### src/rtl/pth_pkg.sv
// ----------------------------------------------------------------------------
// pth_pkg
// Shared widths, register codes, reset values and types for the pad trigger
// with hysteresis and debounce.
// ----------------------------------------------------------------------------
package pth_pkg;

	// field widths
	localparam int PadW   = 2;
	localparam int SmpW   = 10;
	localparam int TimeW  = 32;
	localparam int DebW   = 8;
	localparam int CfgIdxW = 3;
	localparam int CfgDataW = 10;

	// number of pads with a threshold register
	localparam int ThrRegs = 4;

	// defaults for top level parameters
	localparam int DefPadCount  = 4;
	localparam int DefSampleBits = 10;

	// register indexes
	localparam logic [CfgIdxW-1:0] REG_PAD0_THR   = 3'd0;
	localparam logic [CfgIdxW-1:0] REG_PAD1_THR   = 3'd1;
	localparam logic [CfgIdxW-1:0] REG_PAD2_THR   = 3'd2;
	localparam logic [CfgIdxW-1:0] REG_PAD3_THR   = 3'd3;
	localparam logic [CfgIdxW-1:0] REG_MARGIN     = 3'd4;
	localparam logic [CfgIdxW-1:0] REG_DEBOUNCE   = 3'd5;

	// register reset values
	localparam logic [SmpW-1:0] RST_PAD0_THR = 10'd480;
	localparam logic [SmpW-1:0] RST_PAD1_THR = 10'd550;
	localparam logic [SmpW-1:0] RST_PAD2_THR = 10'd530;
	localparam logic [SmpW-1:0] RST_PAD3_THR = 10'd420;
	localparam logic [SmpW-1:0] RST_MARGIN   = 10'd170;
	localparam logic [DebW-1:0] RST_DEBOUNCE = 8'd5;

	// configuration as seen by the datapath
	typedef struct packed {
		logic [ThrRegs-1:0][SmpW-1:0] thresh;
		logic [SmpW-1:0]              margin;
		logic [DebW-1:0]              debounce;
	} pth_cfg_t;

	// one toggle result
	typedef struct packed {
		logic [PadW-1:0] pad_id;
		logic            note_on;
		logic [SmpW-1:0] level;
	} pth_res_t;

endpackage

### src/rtl/pth_cfg_regs.sv
// ----------------------------------------------------------------------------
// pth_cfg_regs
// Configuration register file: four pad thresholds, release margin and
// debounce time, written through the configuration channel.
// ----------------------------------------------------------------------------
module pth_cfg_regs
	import pth_pkg::*;
(
	input  logic               clk,
	input  logic               arst_n,
	input  logic               wr_en,
	input  logic [CfgIdxW-1:0] wr_index,
	input  logic [CfgDataW-1:0] wr_data,
	output pth_cfg_t           cfg
);

	logic [ThrRegs-1:0][SmpW-1:0] thresh_q;
	logic [SmpW-1:0]              margin_q;
	logic [DebW-1:0]              debounce_q;

	// register writes, unknown indexes are dropped
	always_ff @(posedge clk or negedge arst_n) begin
		if (!arst_n) begin
			thresh_q[0] <= RST_PAD0_THR;
			thresh_q[1] <= RST_PAD1_THR;
			thresh_q[2] <= RST_PAD2_THR;
			thresh_q[3] <= RST_PAD3_THR;
			margin_q    <= RST_MARGIN;
			debounce_q  <= RST_DEBOUNCE;
		end else if (wr_en) begin
			case (wr_index)
				REG_PAD0_THR: thresh_q[0] <= wr_data[SmpW-1:0];
				REG_PAD1_THR: thresh_q[1] <= wr_data[SmpW-1:0];
				REG_PAD2_THR: thresh_q[2] <= wr_data[SmpW-1:0];
				REG_PAD3_THR: thresh_q[3] <= wr_data[SmpW-1:0];
				REG_MARGIN:   margin_q    <= wr_data[SmpW-1:0];
				REG_DEBOUNCE: debounce_q  <= wr_data[DebW-1:0];
				default: ;
			endcase
		end
	end

	assign cfg.thresh   = thresh_q;
	assign cfg.margin   = margin_q;
	assign cfg.debounce = debounce_q;

endmodule

### src/rtl/pth_core.sv
// ----------------------------------------------------------------------------
// pth_core
// Hysteresis compare and debounce decision for one registered sample, with
// the per-pad note flags and the last firing time.
// ----------------------------------------------------------------------------
module pth_core
	import pth_pkg::*;
#(
	parameter int PAD_COUNT   = DefPadCount,
	parameter int SAMPLE_BITS = DefSampleBits
)(
	input  logic             clk,
	input  logic             arst_n,
	input  logic             step,
	input  logic [PadW-1:0]  pad,
	input  logic [SmpW-1:0]  sample,
	input  logic [TimeW-1:0] now,
	input  pth_cfg_t         cfg,
	output logic             res_valid,
	output pth_res_t         res
);

	localparam logic [SmpW-1:0] SmpMask =
		(SAMPLE_BITS >= SmpW) ? {SmpW{1'b1}} : SmpW'((1 << SAMPLE_BITS) - 1);

	logic [PAD_COUNT-1:0] note_q;
	logic [TimeW-1:0]     last_fire_q;

	logic             pad_ok;
	logic [SmpW-1:0]  smp;
	logic [SmpW-1:0]  thr;
	logic [SmpW-1:0]  low;
	logic             cur_note;
	logic             fire;
	logic [TimeW-1:0] elapsed;
	logic             accept;

	// pad check, threshold lookup and release level
	assign pad_ok = (TimeW'(pad) < TimeW'(PAD_COUNT));
	assign smp    = sample & SmpMask;
	assign thr    = cfg.thresh[pad];
	assign low    = (thr > cfg.margin) ? (thr - cfg.margin) : '0;

	// current note of the selected pad
	always_comb begin
		cur_note = 1'b0;
		for (int k = 0; k < PAD_COUNT; k++) begin
			if (int'(pad) == k) cur_note = note_q[k];
		end
	end

	// hysteresis compare and debounce window
	assign fire    = pad_ok && (cur_note ? (smp < low) : (smp >= thr));
	assign elapsed = now - last_fire_q;
	assign accept  = fire && (elapsed > TimeW'(cfg.debounce));

	assign res_valid   = accept;
	assign res.pad_id  = pad;
	assign res.note_on = ~cur_note;
	assign res.level   = smp;

	// state update when the sample leaves the input register
	always_ff @(posedge clk or negedge arst_n) begin
		if (!arst_n) begin
			note_q      <= '0;
			last_fire_q <= '0;
		end else if (step) begin
			if (fire) last_fire_q <= now;
			for (int k = 0; k < PAD_COUNT; k++) begin
				if (accept && int'(pad) == k) note_q[k] <= ~note_q[k];
			end
		end
	end

endmodule

### src/rtl/pad_trigger_hysteresis_unit.sv
// ----------------------------------------------------------------------------
// pad_trigger_hysteresis_unit
// Force pad trigger: hysteresis comparator with debounce, one sample per
// transfer, zero or one note toggle out per sample.
// ----------------------------------------------------------------------------
//  channel  | signals                                  | direction
//  ---------+------------------------------------------+----------
//  in       | in_valid, in_ready, pad_index, sample,   | into block
//           | time_ms                                  |
//  out      | out_valid, out_ready, pad_id, note_on,   | out of block
//           | level                                    |
//  cfg      | cfg_valid, cfg_ready, cfg_index, cfg_data| into block
//
// One sample per cycle sustained while results are taken; a result passes
// through the input register, then the result register.
// The note flags and last firing time update in the same edge that moves a
// sample into the result register, so the next sample sees them at once.
// Reset clears notes to off, last firing time to zero, registers to defaults.
// A stalled result holds the input register; in_ready then drops until the
// result is taken. cfg_ready is always high.
// ----------------------------------------------------------------------------
module pad_trigger_hysteresis_unit
	import pth_pkg::*;
#(
	parameter int PAD_COUNT   = DefPadCount,
	parameter int SAMPLE_BITS = DefSampleBits
)(
	input  logic                clk,
	input  logic                arst_n,
	input  logic                in_valid,
	output logic                in_ready,
	input  logic [PadW-1:0]     pad_index,
	input  logic [SmpW-1:0]     sample,
	input  logic [TimeW-1:0]    time_ms,
	output logic                out_valid,
	input  logic                out_ready,
	output logic [PadW-1:0]     pad_id,
	output logic                note_on,
	output logic [SmpW-1:0]     level,
	input  logic                cfg_valid,
	output logic                cfg_ready,
	input  logic [CfgIdxW-1:0]  cfg_index,
	input  logic [CfgDataW-1:0] cfg_data
);

	pth_cfg_t cfg;

	logic             valid_s1;
	logic [PadW-1:0]  pad_s1;
	logic [SmpW-1:0]  sample_s1;
	logic [TimeW-1:0] time_s1;

	logic             advance;
	logic             res_valid;
	pth_res_t         res;
	logic             out_valid_q;
	pth_res_t         res_q;

	// configuration registers
	assign cfg_ready = 1'b1;

	pth_cfg_regs u_cfg (
		.clk      (clk),
		.arst_n   (arst_n),
		.wr_en    (cfg_valid && cfg_ready),
		.wr_index (cfg_index),
		.wr_data  (cfg_data),
		.cfg      (cfg)
	);

	// stage handshake
	assign advance  = valid_s1 && (!out_valid_q || out_ready);
	assign in_ready = !valid_s1 || advance;

	// input register
	always_ff @(posedge clk or negedge arst_n) begin
		if (!arst_n) begin
			valid_s1 <= 1'b0;
		end else if (in_ready) begin
			valid_s1 <= in_valid;
		end
	end

	always_ff @(posedge clk) begin
		if (in_valid && in_ready) begin
			pad_s1    <= pad_index;
			sample_s1 <= sample;
			time_s1   <= time_ms;
		end
	end

	// decision logic and pad state
	pth_core #(
		.PAD_COUNT   (PAD_COUNT),
		.SAMPLE_BITS (SAMPLE_BITS)
	) u_core (
		.clk       (clk),
		.arst_n    (arst_n),
		.step      (advance),
		.pad       (pad_s1),
		.sample    (sample_s1),
		.now       (time_s1),
		.cfg       (cfg),
		.res_valid (res_valid),
		.res       (res)
	);

	// result register
	always_ff @(posedge clk or negedge arst_n) begin
		if (!arst_n) begin
			out_valid_q <= 1'b0;
		end else if (advance) begin
			out_valid_q <= res_valid;
		end else if (out_ready) begin
			out_valid_q <= 1'b0;
		end
	end

	always_ff @(posedge clk) begin
		if (advance && res_valid) res_q <= res;
	end

	assign out_valid = out_valid_q;
	assign pad_id    = res_q.pad_id;
	assign note_on   = res_q.note_on;
	assign level     = res_q.level;

endmodule

### config.mk
export PLATFORM = sky130hd
export DESIGN_NAME = pad_trigger_hysteresis_unit
export DESIGN_NICKNAME = d
export VERILOG_FILES = /design/src/rtl/pth_pkg.sv /design/src/rtl/pth_cfg_regs.sv /design/src/rtl/pth_core.sv /design/src/rtl/pad_trigger_hysteresis_unit.sv
export SDC_FILE = /design/constraint.sdc
export NUM_CORES = 1
export LEC_CHECK = 0
export BUFFER_PORTS_ARGS = -buffer_cell sky130_fd_sc_hd__buf_2
export CORE_ASPECT_RATIO = 1.1
export CORE_MARGIN = 10
export CORE_UTILIZATION = 50
export DETAILED_ROUTE_END_ITERATION = 6
export GPL_TIMING_DRIVEN = 0
export PLACE_DENSITY = 0.69
export SYNTH_ARGS = -nofsm -noshare
export SYNTH_HDL_FRONTEND = slang
export SYNTH_SLANG_ARGS = --single-unit
### constraint.sdc
create_clock -name clk -period 11 [get_ports clk]
set_input_delay 0.55 -clock clk [delete_from_list [all_inputs] [get_ports clk]]
set_output_delay 0.55 -clock clk [all_outputs]
set_load 0.02 [all_outputs]
==> results of run 1 <==
==> final cells by class <==
cell class,instances,area share
inverter,80,0.0296
tap,234,0.0289
clock buffer,27,0.0529
antenna,1,0.000247
sequential,153,0.408
buffer,35,0.0154
timing repair buffer,76,0.0415
clock inverter,5,0.00308
multi-input combinational,548,0.420
==> critical path, cell delays in order (launching register included) <==
cell and delay (ns):
sky130_fd_sc_hd__edfxtp_1 0.34, sky130_fd_sc_hd__buf_2 0.24, sky130_fd_sc_hd__buf_1 0.61, sky130_fd_sc_hd__mux4_2 0.63, sky130_fd_sc_hd__inv_1 0.08, sky130_fd_sc_hd__ha_1 0.15
sky130_fd_sc_hd__inv_1 0.05, sky130_fd_sc_hd__fa_1 0.39, sky130_fd_sc_hd__a21o_1 0.19, sky130_fd_sc_hd__a21oi_1 0.23, sky130_fd_sc_hd__o21ai_0 0.12, sky130_fd_sc_hd__a21oi_1 0.25
sky130_fd_sc_hd__o21ai_0 0.19, sky130_fd_sc_hd__o41a_1 0.15, sky130_fd_sc_hd__clkbuf_1 0.21, sky130_fd_sc_hd__nand3b_1 0.15, sky130_fd_sc_hd__ha_1 0.25, sky130_fd_sc_hd__a21o_1 0.18
sky130_fd_sc_hd__a21o_1 0.18, sky130_fd_sc_hd__a21o_1 0.17, sky130_fd_sc_hd__a21o_1 0.17, sky130_fd_sc_hd__a21oi_1 0.17, sky130_fd_sc_hd__o21ai_0 0.11, sky130_fd_sc_hd__o32ai_1 0.49
sky130_fd_sc_hd__buf_2 0.45, sky130_fd_sc_hd__and2_1 0.54
==> registers in the layout, indices dropped and copies added (netlist names) <==
signal / count
u_cfg.cfg: 40
time_s1: 32
u_core.last_fire_q: 32
level: 10
sample_s1: 10
u_cfg.margin_q: 10
u_cfg.debounce_q: 8
u_core.note_q: 4
pad_id: 2
pad_s1: 2
note_on: 1
out_valid: 1
valid_s1: 1
==> metrics by stage <==
step	hold WS (ns)	power, mW
floorplan	0.254	1.85
finish	0.0370	2.72
global placement	0.454	2.14
detailed placement	0.436	2.16
CTS	0.0365	2.74
global route	0.0414	2.95
==> per-layer routing <==
| metal | vias to the layer above | track usage | wire [microns] |
|---|---|---|---|
| met5 | - | 0 | 18 |
| met4 | 2 | 0.0496 | 294 |
| met3 | 24 | 0.0434 | 773 |
| met2 | 108 | 0.255 | 8680 |
| met1 | 3028 | 0.203 | 8440 |
| li1 | 3137 | - | - |
==> cells in the final DEF (no fill, tap or decap), types with 5 or more instances in the layout <==
cell                        netlist  final
sky130_fd_sc_hd__nand2b_1        10     10
sky130_fd_sc_hd__o21a_1           6      6
sky130_fd_sc_hd__clkbuf_1        20     26
sky130_fd_sc_hd__xor2_1          12     12
sky130_fd_sc_hd__mux4_2          11     11
sky130_fd_sc_hd__nor2b_1         10     10
sky130_fd_sc_hd__inv_1           80     80
sky130_fd_sc_hd__and4_1           6      6
sky130_fd_sc_hd__o21ai_0         65     65
sky130_fd_sc_hd__dfrtp_1         75     75
sky130_fd_sc_hd__nand4_1         14     14
sky130_fd_sc_hd__dfstp_2         21     21
sky130_fd_sc_hd__nand2_1         78     78
sky130_fd_sc_hd__a211oi_1         6      6
sky130_fd_sc_hd__mux2_2          51     51
sky130_fd_sc_hd__nand3_1         12     12
sky130_fd_sc_hd__xnor2_1         16     16
sky130_fd_sc_hd__clkbuf_16        0     20
sky130_fd_sc_hd__buf_2           10     83
sky130_fd_sc_hd__edfxtp_1        57     57
sky130_fd_sc_hd__ha_1            68     68
sky130_fd_sc_hd__nor3_1          10      8
sky130_fd_sc_hd__nand3b_1         5      5
sky130_fd_sc_hd__a21oi_1         47     47
sky130_fd_sc_hd__nor2_1          17     17
sky130_fd_sc_hd__a21o_1          29     29
==> synth_stat cells (4+ instances only) <==
cell type / count
sky130_fd_sc_hd__inv_1: 80
sky130_fd_sc_hd__nand2_1: 78
sky130_fd_sc_hd__dfrtp_1: 75
sky130_fd_sc_hd__ha_1: 68
sky130_fd_sc_hd__o21ai_0: 65
sky130_fd_sc_hd__edfxtp_1: 57
sky130_fd_sc_hd__mux2_2: 51
sky130_fd_sc_hd__a21oi_1: 47
sky130_fd_sc_hd__a21o_1: 29
sky130_fd_sc_hd__dfstp_2: 21
sky130_fd_sc_hd__clkbuf_1: 20
sky130_fd_sc_hd__nor2_1: 17
sky130_fd_sc_hd__xnor2_1: 16
sky130_fd_sc_hd__nand4_1: 14
sky130_fd_sc_hd__nand3_1: 12
sky130_fd_sc_hd__xor2_1: 12
sky130_fd_sc_hd__mux4_2: 11
sky130_fd_sc_hd__buf_2: 10
sky130_fd_sc_hd__nand2b_1: 10
sky130_fd_sc_hd__nor2b_1: 10
sky130_fd_sc_hd__nor3_1: 10
sky130_fd_sc_hd__a211oi_1: 6
sky130_fd_sc_hd__and4_1: 6
sky130_fd_sc_hd__o21a_1: 6
sky130_fd_sc_hd__and2_1: 5
sky130_fd_sc_hd__nand3b_1: 5
sky130_fd_sc_hd__nor3b_1: 4
sky130_fd_sc_hd__o22ai_1: 4
==> power groups by stage <==
stage | clock [mW] | combinational (mW) | sequential [mW]
after global placement | 0 | 1.31 | 0.825
after detailed placement | 0 | 1.33 | 0.830
final | 0.554 | 1.34 | 0.820
after global routing | 0.594 | 1.52 | 0.836
after floorplan | 0 | 1.02 | 0.837
after CTS | 0.567 | 1.35 | 0.820
==> cells by family after synthesis <==
logic type,count (synthesis),share of synthesized area
flops,153,0.468
xor+xnor,28,0.0277
buf+inv,115,0.0516
simple gates,182,0.105
mux,63,0.0941
other cells,1,0.000424
fa+ha+maj,70,0.101
compound gates,204,0.152
==> worst max path at each step <==
stage	end	slack, ns	startpoint
after floorplan	level[0]	5.29	pad_s1[0]
after global placement	level[0]	3.91	pad_s1[0]
after detailed placement	level[0]	3.90	pad_s1[0]
after CTS	level[4]	3.86	pad_s1[0]
after global routing	level[9]	3.41	pad_s1[0]
final	level[4]	3.91	pad_s1[0]
==> impl_metrics.yaml, run 1 <==
placed_design:
  dp_hpwl_mm: 13.8
  place.port_buffers: 74
  placedInstanceArea_sq_mm: 0.00957
  place_ws_ns: 3.90
  place.gp.congestion: 0.861
  place_inst: 1126
yosys:
  synth-edff-count: 57
  ys.warnings.count: 0
  synth_largest_area_cell: "sky130_fd_sc_hd__dfrtp_1"
  synthesis.area_sq_mm: 0.00884
  ys_async_sr_fraction: 0.627
  ys_seq_area_frac: 0.468
  yosys.cell_types.count: 74
  synth_top_area_share: 0.212
  synth.ff_latch_count: 153
  postSynthNetCount: 948
  top_flip_flop_cell_by_instance_count_after_synthesis: "sky130_fd_sc_hd__dfrtp_1"
  synth_area_leaders: "sky130_fd_sc_hd__dfrtp_1 (21%), sky130_fd_sc_hd__edfxtp_1 (19%), sky130_fd_sc_hd__ha_1 (9.6%)"
  syn_area_per_cell_sq_um: 10.8
  netlist_instances: 816
drt:
  drt_first_iter_violations: 337
  antenna_violating_nets_post_route: 0
  drt_first_pass_iters: 4
  wire_per_inst_microns: 15.7
  drc_errors: 0
  total_wire_length_mm: 18.2
  via_count: 6299
  drt-vias-per-instance: 5.43
floorplan:
  initial_core_util: 0.514
  die-height_microns: 159
  rows: 50
  placeableCoreArea_sq_mm: 0.0172
  die_area_sq_mm: 0.0234
  fp.dieW_microns: 147
  ioPinCount: 78
layout:
  layoutNonFillerInstCount: 1159
  area.sequential_sq_mm: 0.00414
  finish.utilization: 0.590
  finalInstanceArea_sq_mm: 0.0101
  n_fill_cell: 1465
  layout.nets: 1043
  multi_input_comb_area_sq_mm: 0.00426
  post_route_cells_drive_above_1_share: 0.235
  area.growth.synth_to_final_pct: 14.7
pwr:
  combPwrFrac: 0.494
  power.internal_mw: 1.66
  power_switching_share: 0.391
  seqPwrFrac: 0.302
  p_switching_mw: 1.06
  power_per_cell_area_mw_per_mm2: 268
  power.static_leakage_nw: 4.43
  power.share.clock: 0.204
  ir_worst_vdd_uv: 124
clock_network:
  clock_tree_from_tritoncts: "built"
  ctsLongestPathBuffers: 2
  cts.reportedPaths.clkPinSlew_ns: 0.06
  cts-htree-levels: 4
  root_buffer: "sky130_fd_sc_hd__clkbuf_16"
  cts.sink_count: 153
  cts_post_setup_buffers_inserted: 0
  postCtsResizedCells: 0
  cts_inserted_buffers: 17
  number_of_hold_repair_buffers_added_at_the_cts_stage: 0
  insertion_delay_ns: 0.42
global_route:
  grt_first_pass_wirelength_mm: 30.9
  number_of_global_route_vias_before_repair: 6397
  grt_start_max_net_pins: 73
  globalRouteOverflowTotal: 0
  all_layer_gr_usage: 0.159
  grt_antenna_before_repair: 1
timing:
  total_count_of_max_transition_violations_in_the_final_report: 0
  maxSlewHeadroom: 0.355
  final_hold_viol_count: 0
  setup-violations-final: 0
  finalSetupTns_ns: 0
  setup_slack_ns: 3.91
  achievable-frequency_ghz: 0.141
  timing_worst_slew_pin_value_ns: 0.964
  fin_skew_ns: 0.00772
  period_minus_slack_ns: 7.09
  rsz0062_at_grt: "false"
  final.period_utilization: 0.645
critical_path:
  rr_startpoint: "pad_s1[0]"
  worstPathRequired_ns: 11.06
  peak_fanout_along_the_critical_path: 13
  worst-setup-path-type: "flip-flop to flip-flop"
  cp_arrival_ns: 7.15
  r2r_cells: 25
  crit-reg2reg-capture: "level[4]"
  timing.critical_path.from_type: "flip-flop"
  critPathCaptureType: "flip-flop"
  regToRegSetupSlack_ns: 3.91
job:
  max_cap_violations: 0
status:
  outcome: "finished, final reports clean"
hold_path:
  min-delay-path-class: "input pin to asynchronous set/reset pin"
Note: power is estimated with default switching activity, not from simulation.
==> run 2: changes to the inputs <==
--- a/config.mk
+++ b/config.mk
@@ -5,13 +5,14 @@
 export SDC_FILE = /design/constraint.sdc
 export NUM_CORES = 1
 export LEC_CHECK = 0
+export ABC_AREA = 1
 export BUFFER_PORTS_ARGS = -buffer_cell sky130_fd_sc_hd__buf_2
 export CORE_ASPECT_RATIO = 1.1
 export CORE_MARGIN = 10
 export CORE_UTILIZATION = 50
 export DETAILED_ROUTE_END_ITERATION = 6
 export GPL_TIMING_DRIVEN = 0
-export PLACE_DENSITY = 0.69
+export PLACE_DENSITY = 0.71
 export SYNTH_ARGS = -nofsm -noshare
 export SYNTH_HDL_FRONTEND = slang
 export SYNTH_SLANG_ARGS = --single-unit
==> constraint.sdc (replaced) <==
create_clock -name clk -period 6.5 [get_ports clk]
set_input_delay 0.325 -clock clk [delete_from_list [all_inputs] [get_ports clk]]
set_output_delay 0.325 -clock clk [all_outputs]
set_load 0.02 [all_outputs]
==> run 2 against run 1 <==
The run now ends with design-rule violations left; highest routed layer is now met4; sequential cell count is the same; count of clock-buffer cells in the layout down 9; critical path type unchanged; core utilization is 0.78 points lower; synthesized cell count is 47% higher; total power grew 74%; routed wire length rose by 25%.
==> impl_metrics.yaml, run 2 <==
drt:
  drt-vias-per-instance: 5.12
  antenna_violating_nets_post_route: 0
  drc_errors: 2
  drt_first_pass_iters: 7
  wire_per_inst_microns: 14.7
  via_count: 7936
  total_wire_length_mm: 22.8
  drt_first_iter_violations: 655
critical_path:
  worstPathRequired_ns: 6.56
  crit-reg2reg-capture: "level[2]"
  peak_fanout_along_the_critical_path: 13
  regToRegSetupSlack_ns: 0.69
  cp_arrival_ns: 5.87
  rr_startpoint: "pad_s1[1]"
  timing.critical_path.from_type: "flip-flop"
  critPathCaptureType: "flip-flop"
  r2r_cells: 20
  worst-setup-path-type: "flip-flop to flip-flop"
timing:
  maxSlewHeadroom: 0.319
  rsz0062_at_grt: "false"
  finalSetupTns_ns: 0
  timing_worst_slew_pin_value_ns: 1.01
  fin_skew_ns: 0.0157
  final.period_utilization: 0.895
  achievable-frequency_ghz: 0.172
  period_minus_slack_ns: 5.81
  setup-violations-final: 0
  final_hold_viol_count: 0
  total_count_of_max_transition_violations_in_the_final_report: 0
yosys:
  synth_area_leaders: "sky130_fd_sc_hd__dfrtp_1 (20%), sky130_fd_sc_hd__edfxtp_1 (18%), sky130_fd_sc_hd__nand2_1 (15%)"
  synth_top_area_share: 0.200
  yosys.cell_types.count: 48
  postSynthNetCount: 1328
  synth.ff_latch_count: 153
  synthesis.area_sq_mm: 0.00938
  ys_top_cells_by_count: "sky130_fd_sc_hd__nand2_1 (371), sky130_fd_sc_hd__inv_1 (189), sky130_fd_sc_hd__o21ai_0 (98), sky130_fd_sc_hd__dfrtp_1 (75), sky130_fd_sc_hd__ha_1 (68)"
  synth_largest_area_cell: "sky130_fd_sc_hd__dfrtp_1"
  ys.warnings.count: 0
  synth-edff-count: 57
  top_flip_flop_cell_by_instance_count_after_synthesis: "sky130_fd_sc_hd__dfrtp_1"
  ys_async_sr_fraction: 0.627
  synth_most_common_cell: "sky130_fd_sc_hd__nand2_1"
  syn_area_per_cell_sq_um: 7.84
  netlist_instances: 1196
  ys_seq_area_frac: 0.441
status:
  failing_checks: "design-rule violations"
  outcome: "complete, but fails checks"
global_route:
  grt_first_pass_wirelength_mm: 37.9
  number_of_global_route_vias_before_repair: 7752
  grt_antenna_before_repair: 0
  grt_start_max_net_pins: 69
  globalRouteOverflowTotal: 0
  all_layer_gr_usage: 0.191
floorplan:
  die_area_sq_mm: 0.0246
  initial_core_util: 0.509
  die-height_microns: 164
  placeableCoreArea_sq_mm: 0.0184
  rows: 52
  fp.dieW_microns: 151
  ioPinCount: 78
layout:
  antenna_cells_inserted: 0
  layout.cells.most_common: "sky130_fd_sc_hd__nand2_1"
  finalInstanceArea_sq_mm: 0.0107
  multi_input_comb_area_sq_mm: 0.00437
  layout.nets: 1426
  n_fill_cell: 1720
  area.sequential_sq_mm: 0.00414
  post_route_cells_drive_above_1_share: 0.148
  area.growth.synth_to_final_pct: 14.2
  leading_cell_types_in_the_layout_fill_and_taps_excluded: "sky130_fd_sc_hd__nand2_1 (371), sky130_fd_sc_hd__inv_1 (188), sky130_fd_sc_hd__o21ai_0 (98)"
  largest_reg_flops: 40
clock_network:
  number_of_hold_repair_buffers_added_at_the_cts_stage: 1
  cts-htree-levels: 4
  ctsLongestPathBuffers: 2
  cts_post_setup_buffers_inserted: 0
  clock_tree_from_tritoncts: "built"
  insertion_delay_ns: 0.43
  postCtsResizedCells: 0
  root_buffer: "sky130_fd_sc_hd__clkbuf_16"
  cts.reportedPaths.clkPinSlew_ns: 0.06
  cts.sink_count: 153
  cts_inserted_buffers: 17
pwr:
  power.static_leakage_nw: 5.45
  power_per_cell_area_mw_per_mm2: 443
  ir_worst_vdd_uv: 227
job:
  max_cap_violations: 0
placed_design:
  dp_hpwl_mm: 17.5
  place.port_buffers: 76
  placedInstanceArea_sq_mm: 0.0101
  place.gp.congestion: 0.950
hold_path:
  hold-path-cell-count: 1
  min-delay-path-class: "input pin to flip-flop"
  min-delay-start: "time_ms[28]"
  worstHoldEndpoint: "time_s1[28]"
-- run 2: cell types whose count changed in the layout (fill, tap and decap cells not counted), moves of 11 or more --
cell | before | now
sky130_fd_sc_hd__nand2_1 | 78 | 371
sky130_fd_sc_hd__inv_1 | 80 | 188
sky130_fd_sc_hd__mux2_2 | 51 | 0
sky130_fd_sc_hd__nor2_1 | 17 | 63
sky130_fd_sc_hd__o21ai_0 | 65 | 98
sky130_fd_sc_hd__nand3_1 | 12 | 44
sky130_fd_sc_hd__a21o_1 | 29 | 5
sky130_fd_sc_hd__a22oi_1 | 2 | 17
sky130_fd_sc_hd__xnor2_1 | 16 | 1
sky130_fd_sc_hd__inv_2 | 0 | 14
sky130_fd_sc_hd__clkbuf_1 | 26 | 13
sky130_fd_sc_hd__nand2_2 | 0 | 13
sky130_fd_sc_hd__mux4_2 | 11 | 0
-- run 2: kinds of logic after synthesis --
group | after synthesis | share of synthesized area
AO/OA/AOI/OAI | 183 | 0.111
XOR/XNOR | 7 | 0.00654
adder cells (fa/ha/maj) | 70 | 0.0950
buffers and inverters | 227 | 0.0925
flip-flops | 153 | 0.441
other | 1 | 0.000400
AND/OR/NAND/NOR | 555 | 0.253
-- run 2: worst max-delay path by stage --
stage	from	endpoint	slack (ns)
after floorplan	pad_s1[1]	level[0]	2.15
after global placement	pad_s1[0]	level[9]	0.96
after detailed placement	pad_s1[0]	level[5]	0.84
after CTS	pad_s1[1]	level[2]	0.77
after global routing	pad_s1[0]	level[2]	0.35
final	pad_s1[1]	level[2]	0.69
-- run 2: area by class of cell --
type / count / area share
well taps: 243 / 0.0284
repair buffers: 79 / 0.0411
clock buffers: 18 / 0.0402
multi-input cells: 816 / 0.408
inverters: 204 / 0.0715
clock inverters: 14 / 0.0147
plain buffers: 23 / 0.00946
flip-flops and latches: 153 / 0.387
-- run 2: through the flow --
stage | cells | setup slack [ns] | hold slack [ns] | utilization | power, mW
final | 1550 | 0.685 | 0.0672 | 0.582 | 4.74
after global routing | 1550 | 0.354 | 0.0540 | 0.582 | 5.19
after CTS | 1550 | 0.773 | 0.0521 | 0.582 | 4.76
after detailed placement | 1517 | 0.838 | 0.276 | 0.549 | 3.72
after global placement | 1515 | 0.963 | 0.455 | 0.546 | 3.65
after floorplan | 1196 | 2.15 | 0.0294 | - | 3.14
-- run 2: layer usage --
layer  vias up  global-route usage  part of all wire
met4         0              0.0692             0.021
li1       4056                   -                 -
met2       209               0.287              0.44
met1      3642               0.270              0.48
met3        29              0.0360             0.058
met5         -                   0                 0
-- run 2: power breakdown --
part           switching, mW  internal, mW
Combinational           1.55         0.818
Sequential            0.0993          1.27
Clock                  0.429         0.578
-- run 2: worst max-delay path, stage by stage (launching register included) --
cell and delay, ns:
sky130_fd_sc_hd__edfxtp_1 0.46, sky130_fd_sc_hd__nor2_1 0.13, sky130_fd_sc_hd__buf_2 0.21, sky130_fd_sc_hd__a22oi_1 0.18
sky130_fd_sc_hd__inv_1 0.06, sky130_fd_sc_hd__a221oi_1 0.59, sky130_fd_sc_hd__inv_1 0.11, sky130_fd_sc_hd__ha_1 0.39
sky130_fd_sc_hd__nand2_1 0.10, sky130_fd_sc_hd__o41ai_1 0.92, sky130_fd_sc_hd__inv_1 0.24, sky130_fd_sc_hd__nand3_1 0.17
sky130_fd_sc_hd__ha_1 0.24, sky130_fd_sc_hd__nand2_1 0.09, sky130_fd_sc_hd__o21a_1 0.13, sky130_fd_sc_hd__o221a_2 0.19
sky130_fd_sc_hd__nand2_1 0.08, sky130_fd_sc_hd__a21oi_4 0.25, sky130_fd_sc_hd__buf_2 0.27, sky130_fd_sc_hd__nand2_1 0.13
sky130_fd_sc_hd__inv_1 0.50
